**src/sv/jsu_pkg.sv**
```systemverilog
package jsu_pkg;

    localparam int MAX_RUN = 6;

    // character codes
    localparam logic [7:0] CH_SPACE  = 8'h20;
    localparam logic [7:0] CH_TAB    = 8'h09;
    localparam logic [7:0] CH_CR     = 8'h0D;
    localparam logic [7:0] CH_QUOTE  = 8'h22;
    localparam logic [7:0] CH_BSLASH = 8'h5C;
    localparam logic [7:0] CH_SLASH  = 8'h2F;
    localparam logic [7:0] CH_LOW_B  = 8'h62;
    localparam logic [7:0] CH_LOW_F  = 8'h66;
    localparam logic [7:0] CH_LOW_N  = 8'h6E;
    localparam logic [7:0] CH_LOW_R  = 8'h72;
    localparam logic [7:0] CH_LOW_T  = 8'h74;
    localparam logic [7:0] CH_LOW_U  = 8'h75;
    localparam logic [7:0] CH_BS_CTL = 8'h08;
    localparam logic [7:0] CH_FF_CTL = 8'h0C;
    localparam logic [7:0] CH_LF_CTL = 8'h0A;

    localparam logic [15:0] SURR_HI_MIN = 16'hD800;
    localparam logic [15:0] SURR_HI_MAX = 16'hDBFF;
    localparam logic [15:0] SURR_LO_MIN = 16'hDC00;
    localparam logic [15:0] SURR_LO_MAX = 16'hDFFF;
    localparam logic [20:0] SUPP_BASE   = 21'h10000;

    typedef enum logic [3:0] {
        MODE_IDLE   = 4'd0,
        MODE_STR    = 4'd1,
        MODE_ESC    = 4'd2,
        MODE_HEX    = 4'd3,
        MODE_HI_BS  = 4'd4,
        MODE_HI_U   = 4'd5,
        MODE_HI_HEX = 4'd6,
        MODE_DONE   = 4'd7,
        MODE_ERR    = 4'd8
    } t_mode;

    typedef enum logic [1:0] {
        ST_BUSY = 2'd0,
        ST_DONE = 2'd1,
        ST_ERR  = 2'd2
    } t_status;

    typedef struct packed {
        logic [7:0] text_byte;
        logic       end_of_text;
    } t_in_item;

    typedef struct packed {
        logic [7:0] out_byte;
        logic       byte_valid;
        logic [1:0] parse_status;
        logic       run_end;
    } t_out_item;

    // decoded bytes of one input transaction
    typedef struct packed {
        logic [MAX_RUN-1:0][7:0] bytes;
        logic [2:0]              count;
        t_status                 status;
    } t_run;

    typedef struct packed {
        logic [3:0][7:0] b;
        logic [2:0]      len;
    } t_enc;

    function automatic t_enc utf8_enc(input logic [20:0] cp);
        t_enc e;
        e = '0;
        if (cp <= 21'h7F) begin
            e.b[0] = cp[7:0];
            e.len  = 3'd1;
        end else if (cp <= 21'h7FF) begin
            e.b[0] = {3'b110, cp[10:6]};
            e.b[1] = {2'b10, cp[5:0]};
            e.len  = 3'd2;
        end else if (cp <= 21'hFFFF) begin
            e.b[0] = {4'b1110, cp[15:12]};
            e.b[1] = {2'b10, cp[11:6]};
            e.b[2] = {2'b10, cp[5:0]};
            e.len  = 3'd3;
        end else begin
            e.b[0] = {5'b11110, cp[20:18]};
            e.b[1] = {2'b10, cp[17:12]};
            e.b[2] = {2'b10, cp[11:6]};
            e.b[3] = {2'b10, cp[5:0]};
            e.len  = 3'd4;
        end
        return e;
    endfunction

    function automatic t_enc raw_enc(input logic [7:0] c);
        t_enc e;
        e      = '0;
        e.b[0] = c;
        e.len  = 3'd1;
        return e;
    endfunction

endpackage

```
**src/sv/jsu_decode.sv**
```systemverilog
module jsu_decode
    import jsu_pkg::*;
(
    input  logic     i_clk,
    input  logic     i_rst_n,
    input  logic     i_take,
    input  t_in_item i_item,
    output t_run     o_run
);

    t_mode       r_mode, n_mode;
    logic [15:0] r_acc, n_acc;
    logic [1:0]  r_cnt, n_cnt;
    logic [15:0] r_held, n_held;

    logic [7:0]  c;
    logic        is_ws;
    logic        hex_ok;
    logic [3:0]  hex_val;
    logic        esc_ok;
    logic [7:0]  esc_byte;
    logic [15:0] acc_new;
    logic        emit_held;
    t_enc        held_e;
    t_enc        seg;
    t_mode       mode_pre;

    assign c = i_item.text_byte;
    assign is_ws = (c == CH_SPACE) || ((c >= CH_TAB) && (c <= CH_CR));
    assign held_e = utf8_enc({5'd0, r_held});
    assign acc_new = {r_acc[11:0], hex_val};

    always_comb begin
        hex_ok  = 1'b1;
        hex_val = 4'd0;
        if (c >= 8'h30 && c <= 8'h39) begin
            hex_val = c[3:0];
        end else if ((c >= 8'h61 && c <= 8'h66) || (c >= 8'h41 && c <= 8'h46)) begin
            hex_val = 4'(c[2:0] + 3'd1) + 4'd8;
        end else begin
            hex_ok = 1'b0;
        end
    end

    always_comb begin
        esc_ok   = 1'b1;
        esc_byte = c;
        case (c)
            CH_QUOTE, CH_BSLASH, CH_SLASH: esc_byte = c;
            CH_LOW_B: esc_byte = CH_BS_CTL;
            CH_LOW_F: esc_byte = CH_FF_CTL;
            CH_LOW_N: esc_byte = CH_LF_CTL;
            CH_LOW_R: esc_byte = CH_CR;
            CH_LOW_T: esc_byte = CH_TAB;
            default:  esc_ok = 1'b0;
        endcase
    end

    always_comb begin
        n_mode    = r_mode;
        n_acc     = r_acc;
        n_cnt     = r_cnt;
        n_held    = r_held;
        emit_held = 1'b0;
        seg       = '0;
        case (r_mode)
            MODE_IDLE: begin
                if (!is_ws) begin
                    n_mode = (c == CH_QUOTE) ? MODE_STR : MODE_ERR;
                end
            end
            MODE_STR, MODE_HI_BS: begin
                if (r_mode == MODE_HI_BS && c == CH_BSLASH) begin
                    n_mode = MODE_HI_U;
                end else begin
                    emit_held = (r_mode == MODE_HI_BS);
                    n_mode    = MODE_STR;
                    if (c == CH_QUOTE) begin
                        n_mode = MODE_DONE;
                    end else if (c == CH_BSLASH) begin
                        n_mode = MODE_ESC;
                    end else begin
                        seg = raw_enc(c);
                    end
                end
            end
            MODE_ESC, MODE_HI_U: begin
                if (c == CH_LOW_U) begin
                    n_mode = (r_mode == MODE_HI_U) ? MODE_HI_HEX : MODE_HEX;
                    n_acc  = '0;
                    n_cnt  = '0;
                end else begin
                    emit_held = (r_mode == MODE_HI_U);
                    if (esc_ok) begin
                        seg    = raw_enc(esc_byte);
                        n_mode = MODE_STR;
                    end else begin
                        n_mode = MODE_ERR;
                    end
                end
            end
            MODE_HEX, MODE_HI_HEX: begin
                if (!hex_ok) begin
                    emit_held = (r_mode == MODE_HI_HEX);
                    n_mode    = MODE_ERR;
                end else begin
                    n_acc = acc_new;
                    n_cnt = r_cnt + 2'd1;
                    if (r_cnt == 2'd3) begin
                        n_cnt = '0;
                        if (r_mode == MODE_HI_HEX && acc_new >= SURR_LO_MIN
                                && acc_new <= SURR_LO_MAX) begin
                            // surrogate pair combines into one supplementary code point
                            seg    = utf8_enc(SUPP_BASE + {1'b0, r_held[9:0], acc_new[9:0]});
                            n_mode = MODE_STR;
                        end else begin
                            emit_held = (r_mode == MODE_HI_HEX);
                            if (acc_new >= SURR_HI_MIN && acc_new <= SURR_HI_MAX) begin
                                n_held = acc_new;
                                n_mode = MODE_HI_BS;
                            end else begin
                                seg    = utf8_enc({5'd0, acc_new});
                                n_mode = MODE_STR;
                            end
                        end
                    end
                end
            end
            MODE_DONE: n_mode = MODE_DONE;
            default:   n_mode = MODE_ERR;
        endcase

        mode_pre = n_mode;
        if (i_item.end_of_text) begin
            n_mode = MODE_IDLE;
            n_acc  = '0;
            n_cnt  = '0;
            n_held = '0;
        end
    end

    always_comb begin
        for (int k = 0; k < MAX_RUN; k++) begin
            if (emit_held) begin
                o_run.bytes[k] = (k < 3) ? held_e.b[2'(k)] : seg.b[2'(k - 3)];
            end else begin
                o_run.bytes[k] = (k < 4) ? seg.b[2'(k)] : 8'd0;
            end
        end
        o_run.count = (emit_held ? 3'd3 : 3'd0) + seg.len;
        if (mode_pre == MODE_DONE) begin
            o_run.status = ST_DONE;
        end else if (mode_pre == MODE_ERR || i_item.end_of_text) begin
            o_run.status = ST_ERR;
        end else begin
            o_run.status = ST_BUSY;
        end
    end

    always_ff @(posedge i_clk) begin
        if (!i_rst_n) begin
            r_mode <= MODE_IDLE;
            r_acc  <= '0;
            r_cnt  <= '0;
            r_held <= '0;
        end else if (i_take) begin
            r_mode <= n_mode;
            r_acc  <= n_acc;
            r_cnt  <= n_cnt;
            r_held <= n_held;
        end
    end

endmodule

```
**src/sv/json_string_unescape_utf8.sv**
```systemverilog
// Streaming JSON string decoder: one text byte per input transaction, skipping leading
// whitespace, requiring an opening quote, then passing content bytes and decoding
// escapes (\uXXXX and surrogate pairs to UTF-8). Each input yields a run of 1 to 6
// output transactions; the last carries run_end and the status (in progress, complete,
// error). The decode of a byte is done in the cycle it is accepted and the run is held
// in a result register that drains one output transaction per cycle while i_out_ready is
// high; a new byte is accepted in the same cycle the last transaction of the previous
// run is taken, which gives one byte per cycle for runs of at most one transaction while
// the output stays ready.
module json_string_unescape_utf8
    import jsu_pkg::*;
(
    input  logic      i_clk,
    input  logic      i_rst_n,
    input  logic      i_in_valid,
    output logic      o_in_ready,
    input  t_in_item  i_in_data,
    output logic      o_out_valid,
    input  logic      i_out_ready,
    output t_out_item o_out_data
);

    t_run       dec_run;
    logic       take;
    logic       r_busy;
    t_run       r_run;
    logic [2:0] r_idx;
    logic [2:0] r_last_idx;
    logic       at_last;

    assign at_last     = (r_idx == r_last_idx);
    assign o_out_valid = r_busy;
    assign o_in_ready  = !r_busy || (i_out_ready && at_last);
    assign take        = i_in_valid && o_in_ready;

    jsu_decode u_decode (
        .i_clk   (i_clk),
        .i_rst_n (i_rst_n),
        .i_take  (take),
        .i_item  (i_in_data),
        .o_run   (dec_run)
    );

    always_comb begin
        o_out_data.byte_valid   = (r_run.count != 3'd0);
        o_out_data.out_byte     = o_out_data.byte_valid ? r_run.bytes[r_idx] : 8'd0;
        o_out_data.run_end      = at_last;
        o_out_data.parse_status = at_last ? r_run.status : ST_BUSY;
    end

    always_ff @(posedge i_clk) begin
        if (!i_rst_n) begin
            r_busy <= 1'b0;
            r_idx  <= '0;
        end else if (take) begin
            r_busy <= 1'b1;
            r_idx  <= '0;
        end else if (r_busy && i_out_ready) begin
            if (at_last) begin
                r_busy <= 1'b0;
            end else begin
                r_idx <= r_idx + 3'd1;
            end
        end
    end

    // payload of the held run
    always_ff @(posedge i_clk) begin
        if (take) begin
            r_run      <= dec_run;
            r_last_idx <= (dec_run.count == 3'd0) ? 3'd0 : dec_run.count - 3'd1;
        end
    end

endmodule
```
**config.mk**
```make
export PLATFORM = sky130hd
export DESIGN_NAME = json_string_unescape_utf8
export DESIGN_NICKNAME = d
export VERILOG_FILES = /design/src/sv/jsu_pkg.sv /design/src/sv/jsu_decode.sv /design/src/sv/json_string_unescape_utf8.sv
export SDC_FILE = /design/constraint.sdc
export NUM_CORES = 1
export LEC_CHECK = 0
export ABC_AREA = 1
export ABC_CLOCK_PERIOD_IN_PS = 7900
export BUFFER_PORTS_ARGS = -buffer_cell sky130_fd_sc_hd__buf_2
export CAP_MARGIN = 20
export CELL_PAD_IN_SITES_DETAIL_PLACEMENT = 1
export CELL_PAD_IN_SITES_GLOBAL_PLACEMENT = 1
export CORE_MARGIN = 2
export CORE_UTILIZATION = 45
export CTS_CLUSTER_DIAMETER = 50
export DETAILED_ROUTE_END_ITERATION = 16
export PLACE_DENSITY = 0.91
export SLEW_MARGIN = 5
export SYNTH_ARGS = -nofsm -noshare
export SYNTH_HDL_FRONTEND = slang
export SYNTH_SLANG_ARGS = --single-unit
export TNS_END_PERCENT = 30
```
**constraint.sdc**
```tcl
create_clock -name i_clk -period 7.9 [get_ports i_clk]
set_input_delay 1.58 -clock i_clk [delete_from_list [all_inputs] [get_ports i_clk]]
set_output_delay 1.58 -clock i_clk [all_outputs]
set_load 0.02 [all_outputs]
```
After elaboration in Yosys (flattened, before gate mapping)
Index checks and enable logic that the tools add are counted.
{ "classes": {"n_addsub": 7, "mul": 0, "div": 0, "order_cmp": 20, "eq_ne": 24, "n_shift": 0, "muxes": 73, "bitwise": 2, "reduce_logical": 35} }
{ "ops": {"columns": ["operator", "count"], "rows": [
  ["2-to-1 mux 19 bit", 8],
  ["2-to-1 mux 16 bit", 6],
  ["2-to-1 mux 8 bit", 8],
  ["case mux 19 bit (3 select lines)", 1],
  ["== test 8 x 7 -> 1 bit, second input constant", 7],
  ["2-to-1 mux 11 bit", 5],
  ["2-to-1 mux 4 bit", 12],
  ["case mux 8 bit (5 select lines)", 1],
  ["2-to-1 mux 12 bit", 3],
  ["2-to-1 mux 17 bit", 2],
  [">= comparator 16 bit, second input constant", 2],
  ["less-or-equal comparator 16 x 11 -> 1 bit, second input constant", 2],
  ["less-or-equal comparator 16 bit, second input constant", 2],
  ["less-or-equal comparator 16 x 7 -> 1 bit, second input constant", 2],
  ["2-to-1 mux 25 bit", 1],
  ["binary-select mux 8 bit (select 3 bit)", 1],
  ["== test 8 x 6 -> 1 bit, second input constant", 3],
  ["case mux 12 bit (2 select lines)", 1],
  ["adder 17 x 20 -> 21 bit, first input constant", 1],
  ["less-or-equal comparator 21 x 11 -> 1 bit, second input constant", 1],
  ["less-or-equal comparator 21 x 16 -> 1 bit, second input constant", 1],
  ["less-or-equal comparator 21 x 7 -> 1 bit, second input constant", 1],
  ["== test 4 x 3 -> 1 bit, second input constant", 5],
  ["case mux 4 bit (5 select lines)", 1],
  ["other kinds (38)", 84]
]} }
{ "word_totals": {"register_bits": 78, "latchBits": 0, "ramBits": 0, "romBits": 0, "inputBits": 13, "out_inout_bits": 14, "elab_cells": 174, "memories": 0} }

Logic depth before layout (Yosys ltp)
{ "logic_depth": {"depth_word": 16, "mapped_depth": 26, "mapped_depth_nobuf": 26} }

Hierarchy
From an unflattened synthesis, not the netlist that was laid out.
{ "hier_totals": {"hier_cells": 879, "hier_area_um2": 6423.7} }
{ "by_module_without_submodules": {"columns": ["mod", "n_inst", "cells_each", "area_per_inst_um2", "seq_area_each_um2"], "rows": [
  ["jsu_decode", 1, 682, 3912.5, 680.7],
  ["json_string_unescape_utf8", 1, 197, 2511.2, 1761.7]
]} }

Worst setup path before layout
Ideal clock, no wire load.
{ "synth_path": {"path_type": "input port to flip-flop", "from": "input port i_in_data[2] (netlist bit)", "to": "register r_last_idx[2], data pin", "setup_ns": 0.249, "arrival_ns": 4.343, "required_time_ns": 7.651, "slack_ns": 3.307, "cell_stages": 24, "n_path_buf": 0, "cell_sequence": "inv_1 ha_1 inv_1 nand3_1 nand3_4 nand2_1 nand2_1 nand2_2 nor2_4 nand3_1 nand2_1 nand2_2 nor2_1 nand2_1 a21oi_1 nand2_1 ha_1 fa_1 inv_1 ha_1 nand2_1 nand3_1 nand2_1 inv_1"} }
{ "synth_lines": {"columns": ["element", "line", "rtl"], "rows": [
  ["start, declared", "json_string_unescape_utf8.sv:17", "input t_in_item i_in_data,"],
  ["end signal, assigned", "json_string_unescape_utf8.sv:71", "r_last_idx <= (dec_run.count == 3'd0) ? 3'd0 : dec_run.count - 3'd1;"],
  ["end, declared", "json_string_unescape_utf8.sv:28", "logic [2:0] r_last_idx;"]
]} }

==> metrics.md <==
| Metric | Value |
|---|---|
| CTS tree | yes |
| Main synth FF type | edfxtp_1 |
| Startpoint Class | input pin |
| Max Root-Sink Buffers | 2 |
| Post-synth ARST share | 0% |
| Lkg Pwr | approximately 0.0025 uW |
| Fin crit share | 63.26% |
| Combinational fraction of design power | 8.4% |
| Post-Synth Adder-Cell Area | 3.357% |
| Drc violations | 0 |
| Largest family of logic cells by synthesized area | simple AND/OR/NAND/NOR gates |
| Vias in the first global route | about 5700 |
| Final Hold Viols | 0 |
| Num Clock Sinks | 76 |
| CP max FO | 12 |
| Sequential-to-total area share from yosys stat | 34.95% |
| Fin util | 50.13% |
| Layout Skew | 0.008010 ns |
| Die Wd | 114.0 um |
| Placed cell count | 950 |
| Worst EP required | 8.01 ns |
| Postcts setup bufs | 0 |
| Final Cell Area | 5971 sq um |
| MaxCap Viol Count | 0 |
| Synth Area in Simple Gates | 36.68% |
| Switching share of power | 27.01% |
| Cell internal pwr | 665.5 uW |
| Antenna Nets Post-Route | 0 |
| Crit path kind | in -> reg |
| Final setup violation count | 0 |
| Switching pwr | 246.2 uW |
| Syn_area_per_cell | 6.819 sq um |
| Die area | 12990 sq um |
| Vias per Instance | 5.811 |
| # IOs | 27 |
| #FFs+latches synth | 76 |
| Post-synth net total | roughly 830 |
| Die height | 114.0 um |
| Seq pwr share | 47.5% |
| Fraction of layout cells with a size suffix above 1 | under 10% |
| Port Buffer Count | 26 |
| Setup_tns | 0 ns |
| DRT iter0 DRCs | 458 |
| Core ar. | approximately 12000 sq um |
| EDFF count, synth | 38 |
| Mapped cell area | 5441 sq um |
| Largest net degree at the start of global routing | 37 |
| Clk Latency, worst-skew pair | 0.35 ns |
| Post-Route WL | 18710 um |
| Synth Instances | about 800 |
| Critical Path End Type | flip-flop |
| Dpl ws | approximately 2.6 ns |
| IR drop worst, VDD | approximately 0.000072 V |
| Post-synthesis mux area share | 0% |
| Placed cell area | between 5000 and 6000 sq um |
| N_diodes | 0 |
| Overflow after GRT | 0 |
| FILL cells | roughly 1600 |
| # hold bufs at CTS | 0 |
| Post-DP HPWL | ~14000 um |
| Fmax achieved | between 200 and 250 MHz |
| Layout Cells excl Fill | between 900 and 1000 |
| Synthesis-to-layout area growth | 9.726% |
| Max-slew headroom | 34.11% |
| Fin worst setup slack | between 2 and 3 ns |
| Tmin final | 4.997 ns |
| GRT Util Overall | around 30% |
| Synth Area in XOR/XNOR | 0.9657% |
| Clock Power Share | 44.1% |
| RSZ-0062 raised after global routing | false |
| TritonRoute pass-1 iters | 5 |
| H-tree depth | 3 |
| Clk root buf | clkbuf_16 |
| Slew @ Worst Pin | a little under 1 ns |
| Cts bufs inserted | 9 |
| Final net count | 842 |
| Netlist cell types | 47 |
| Clk slew on worst S/H paths | 0.07 ns |
| Post-cts sizing count | 0 |
| Power density over cell area | 152.7 nW/um^2 |
| Vias | 5619 |
| Gp weighted congestion | between 0.9 and 1 |
| Global-route wire length before repair | 29920 um |
| WL/cell | around 19 um |
| Worst EP arrival | about 5.1 ns |
| Num rows | 40 |
| Compound-Gate Fraction of Synth Area | 14.05% |
| Synth warn | 0 |
| Min-delay worst type | reg -> reg |
| Initial Util | 45.68% |
| Status | finished, final reports clean |
| Initial antenna violation count | 0 |
| Slew Limit Fails | 0 |
power groups by stage:
stage / logic [uW] / registers [uW] / clock network [uW]
final: 76.6 / 433 / 402
after global routing: 84.2 / 434 / 419
after CTS: 74.3 / 433 / 405
after detailed placement: 74.1 / 441 / 0
after global placement: 71.7 / 440 / 0
after floorplan: 49.3 / 439 / 0
Yosys cell counts, types with 2 or more instances:
| master | n | area, sq um |
|---|---|---|
| nand2_1 | 213 | 799.5 |
| inv_1 | 109 | 409.1 |
| nand3_1 | 57 | 285.3 |
| nor2_1 | 57 | 214.0 |
| a21oi_1 | 55 | 275.3 |
| nor3_1 | 44 | 220.2 |
| dfxtp_1 | 38 | 760.7 |
| edfxtp_1 | 38 | 1141 |
| o21ai_0 | 33 | 165.2 |
| nand4_1 | 19 | 118.9 |
| clkbuf_1 | 13 | 48.80 |
| ha_1 | 13 | 162.7 |
| o21ai_1 | 9 | 45.04 |
| nor3b_1 | 8 | 60.06 |
| a31oi_1 | 7 | 43.79 |
| nand2_2 | 7 | 43.79 |
| nor4_1 | 7 | 43.79 |
| o22ai_1 | 7 | 43.79 |
| buf_2 | 6 | 30.03 |
| o211ai_1 | 6 | 45.04 |
| inv_2 | 5 | 18.77 |
| nor2_4 | 4 | 45.04 |
| xnor2_1 | 4 | 35.03 |
| a211oi_1 | 3 | 22.52 |
| a22oi_1 | 3 | 22.52 |
| buf_4 | 2 | 15.01 |
| clkinv_1 | 2 | 7.510 |
| nand2_4 | 2 | 22.52 |
| nand3_2 | 2 | 20.02 |
| nand3_4 | 2 | 35.03 |
| nor2_2 | 2 | 12.51 |
| nor3_2 | 2 | 20.02 |
| o2111ai_1 | 2 | 17.52 |
| o21a_1 | 2 | 15.01 |
| o221ai_1 | 2 | 17.52 |
| xor2_1 | 2 | 17.52 |
flip-flops by register name (all words and copies together) (netlist names):
name             cells
r_run               35
u_decode.r_held     16
u_decode.r_acc      12
u_decode.r_mode      4
r_idx                3
r_last_idx           3
u_decode.r_cnt       2
o_out_valid          1
area by class of cell:
cell class | instances | area (sq um) | share of cell area [%]
well taps | 147 | 183.9 | 3.080
clock inverters | 7 | 56.30 | 0.9430
clock buffers | 9 | 225.2 | 3.772
flip-flops and latches | 76 | 1902 | 31.85
inverters | 116 | 435.4 | 7.293
multi-input cells | 583 | 2995 | 50.17
repair buffers | 29 | 172.7 | 2.892
cells by family (layout without fill, tap and decap cells):
kind of cell / after synthesis / count (layout)
XOR/XNOR: 6 / 6
adder cells (fa/ha/maj): 14 / 14
buffers and inverters: 139 / 161
flip-flops: 76 / 76
AND/OR/NAND/NOR: 430 / 430
AO/OA/AOI/OAI: 133 / 133
metal layers:
metal | GRT usage, % | vias up | routed length (um) | part of all wire, %
met5 | 0 | - | 0 | 0
met4 | 11.14 | 0 | 498 | 2.7
met3 | 3.613 | 31 | 849 | 4.5
met2 | 48.97 | 174 | 8814 | 47
met1 | 39.72 | 2706 | 8545 | 46
li1 | - | 2708 | - | -
worst paths after layout:
check / startpoint / slack [ns] / cells after the start / to
worst max-delay path: i_in_data[1] / 2.90 / 21 / r_last_idx[2]
worst min-delay path: u_decode.r_held[14] / 0.48 / 2 / u_decode.r_held[14]
worst max register to register: u_decode.r_held[6] / 4.01 / 19 / r_last_idx[2]
worst min register to register: u_decode.r_held[14] / 0.48 / 2 / u_decode.r_held[14]
worst max-delay path: stages:
cell	delay (ns)
buf_2	0.15
inv_1	0.13
ha_1	0.24
nand2_1	0.09
nor2_1	0.06
nor2_2	0.11
nand3_1	0.09
nand2_2	0.16
nand3_2	0.11
nor2_4	0.20
nand3_1	0.16
nand2_1	0.09
nand3_1	0.38
a41o_1	0.42
fa_1	0.54
inv_1	0.08
ha_1	0.22
nand2_1	0.08
nand3_1	0.07
nand2_1	0.08
inv_1	0.05
per-stage QoR:
step	hold WS, ns	total power [uW]
2_1_floorplan	0.4320	488.1
3_3_place_gp	0.4496	511.8
3_5_place_dp	0.4736	515.5
4_1_cts	0.4846	912.4
5_1_grt	0.4987	937.2
6_report	0.4813	911.7
layout by cell type, fill, tap and decap left out, drive strengths merged, types with 9 or more instances in the layout:
master / Yosys / final
nor2: 64 / 64
nand4: 20 / 20
o21ai: 42 / 42
a21oi: 56 / 56
nand2: 222 / 222
edfxtp: 38 / 38
nor3: 47 / 47
inv: 114 / 119
buf: 10 / 29
clkbuf: 13 / 9
nand3: 61 / 61
dfxtp: 38 / 38
ha: 13 / 13
Power figures use the tool's default switching activity.
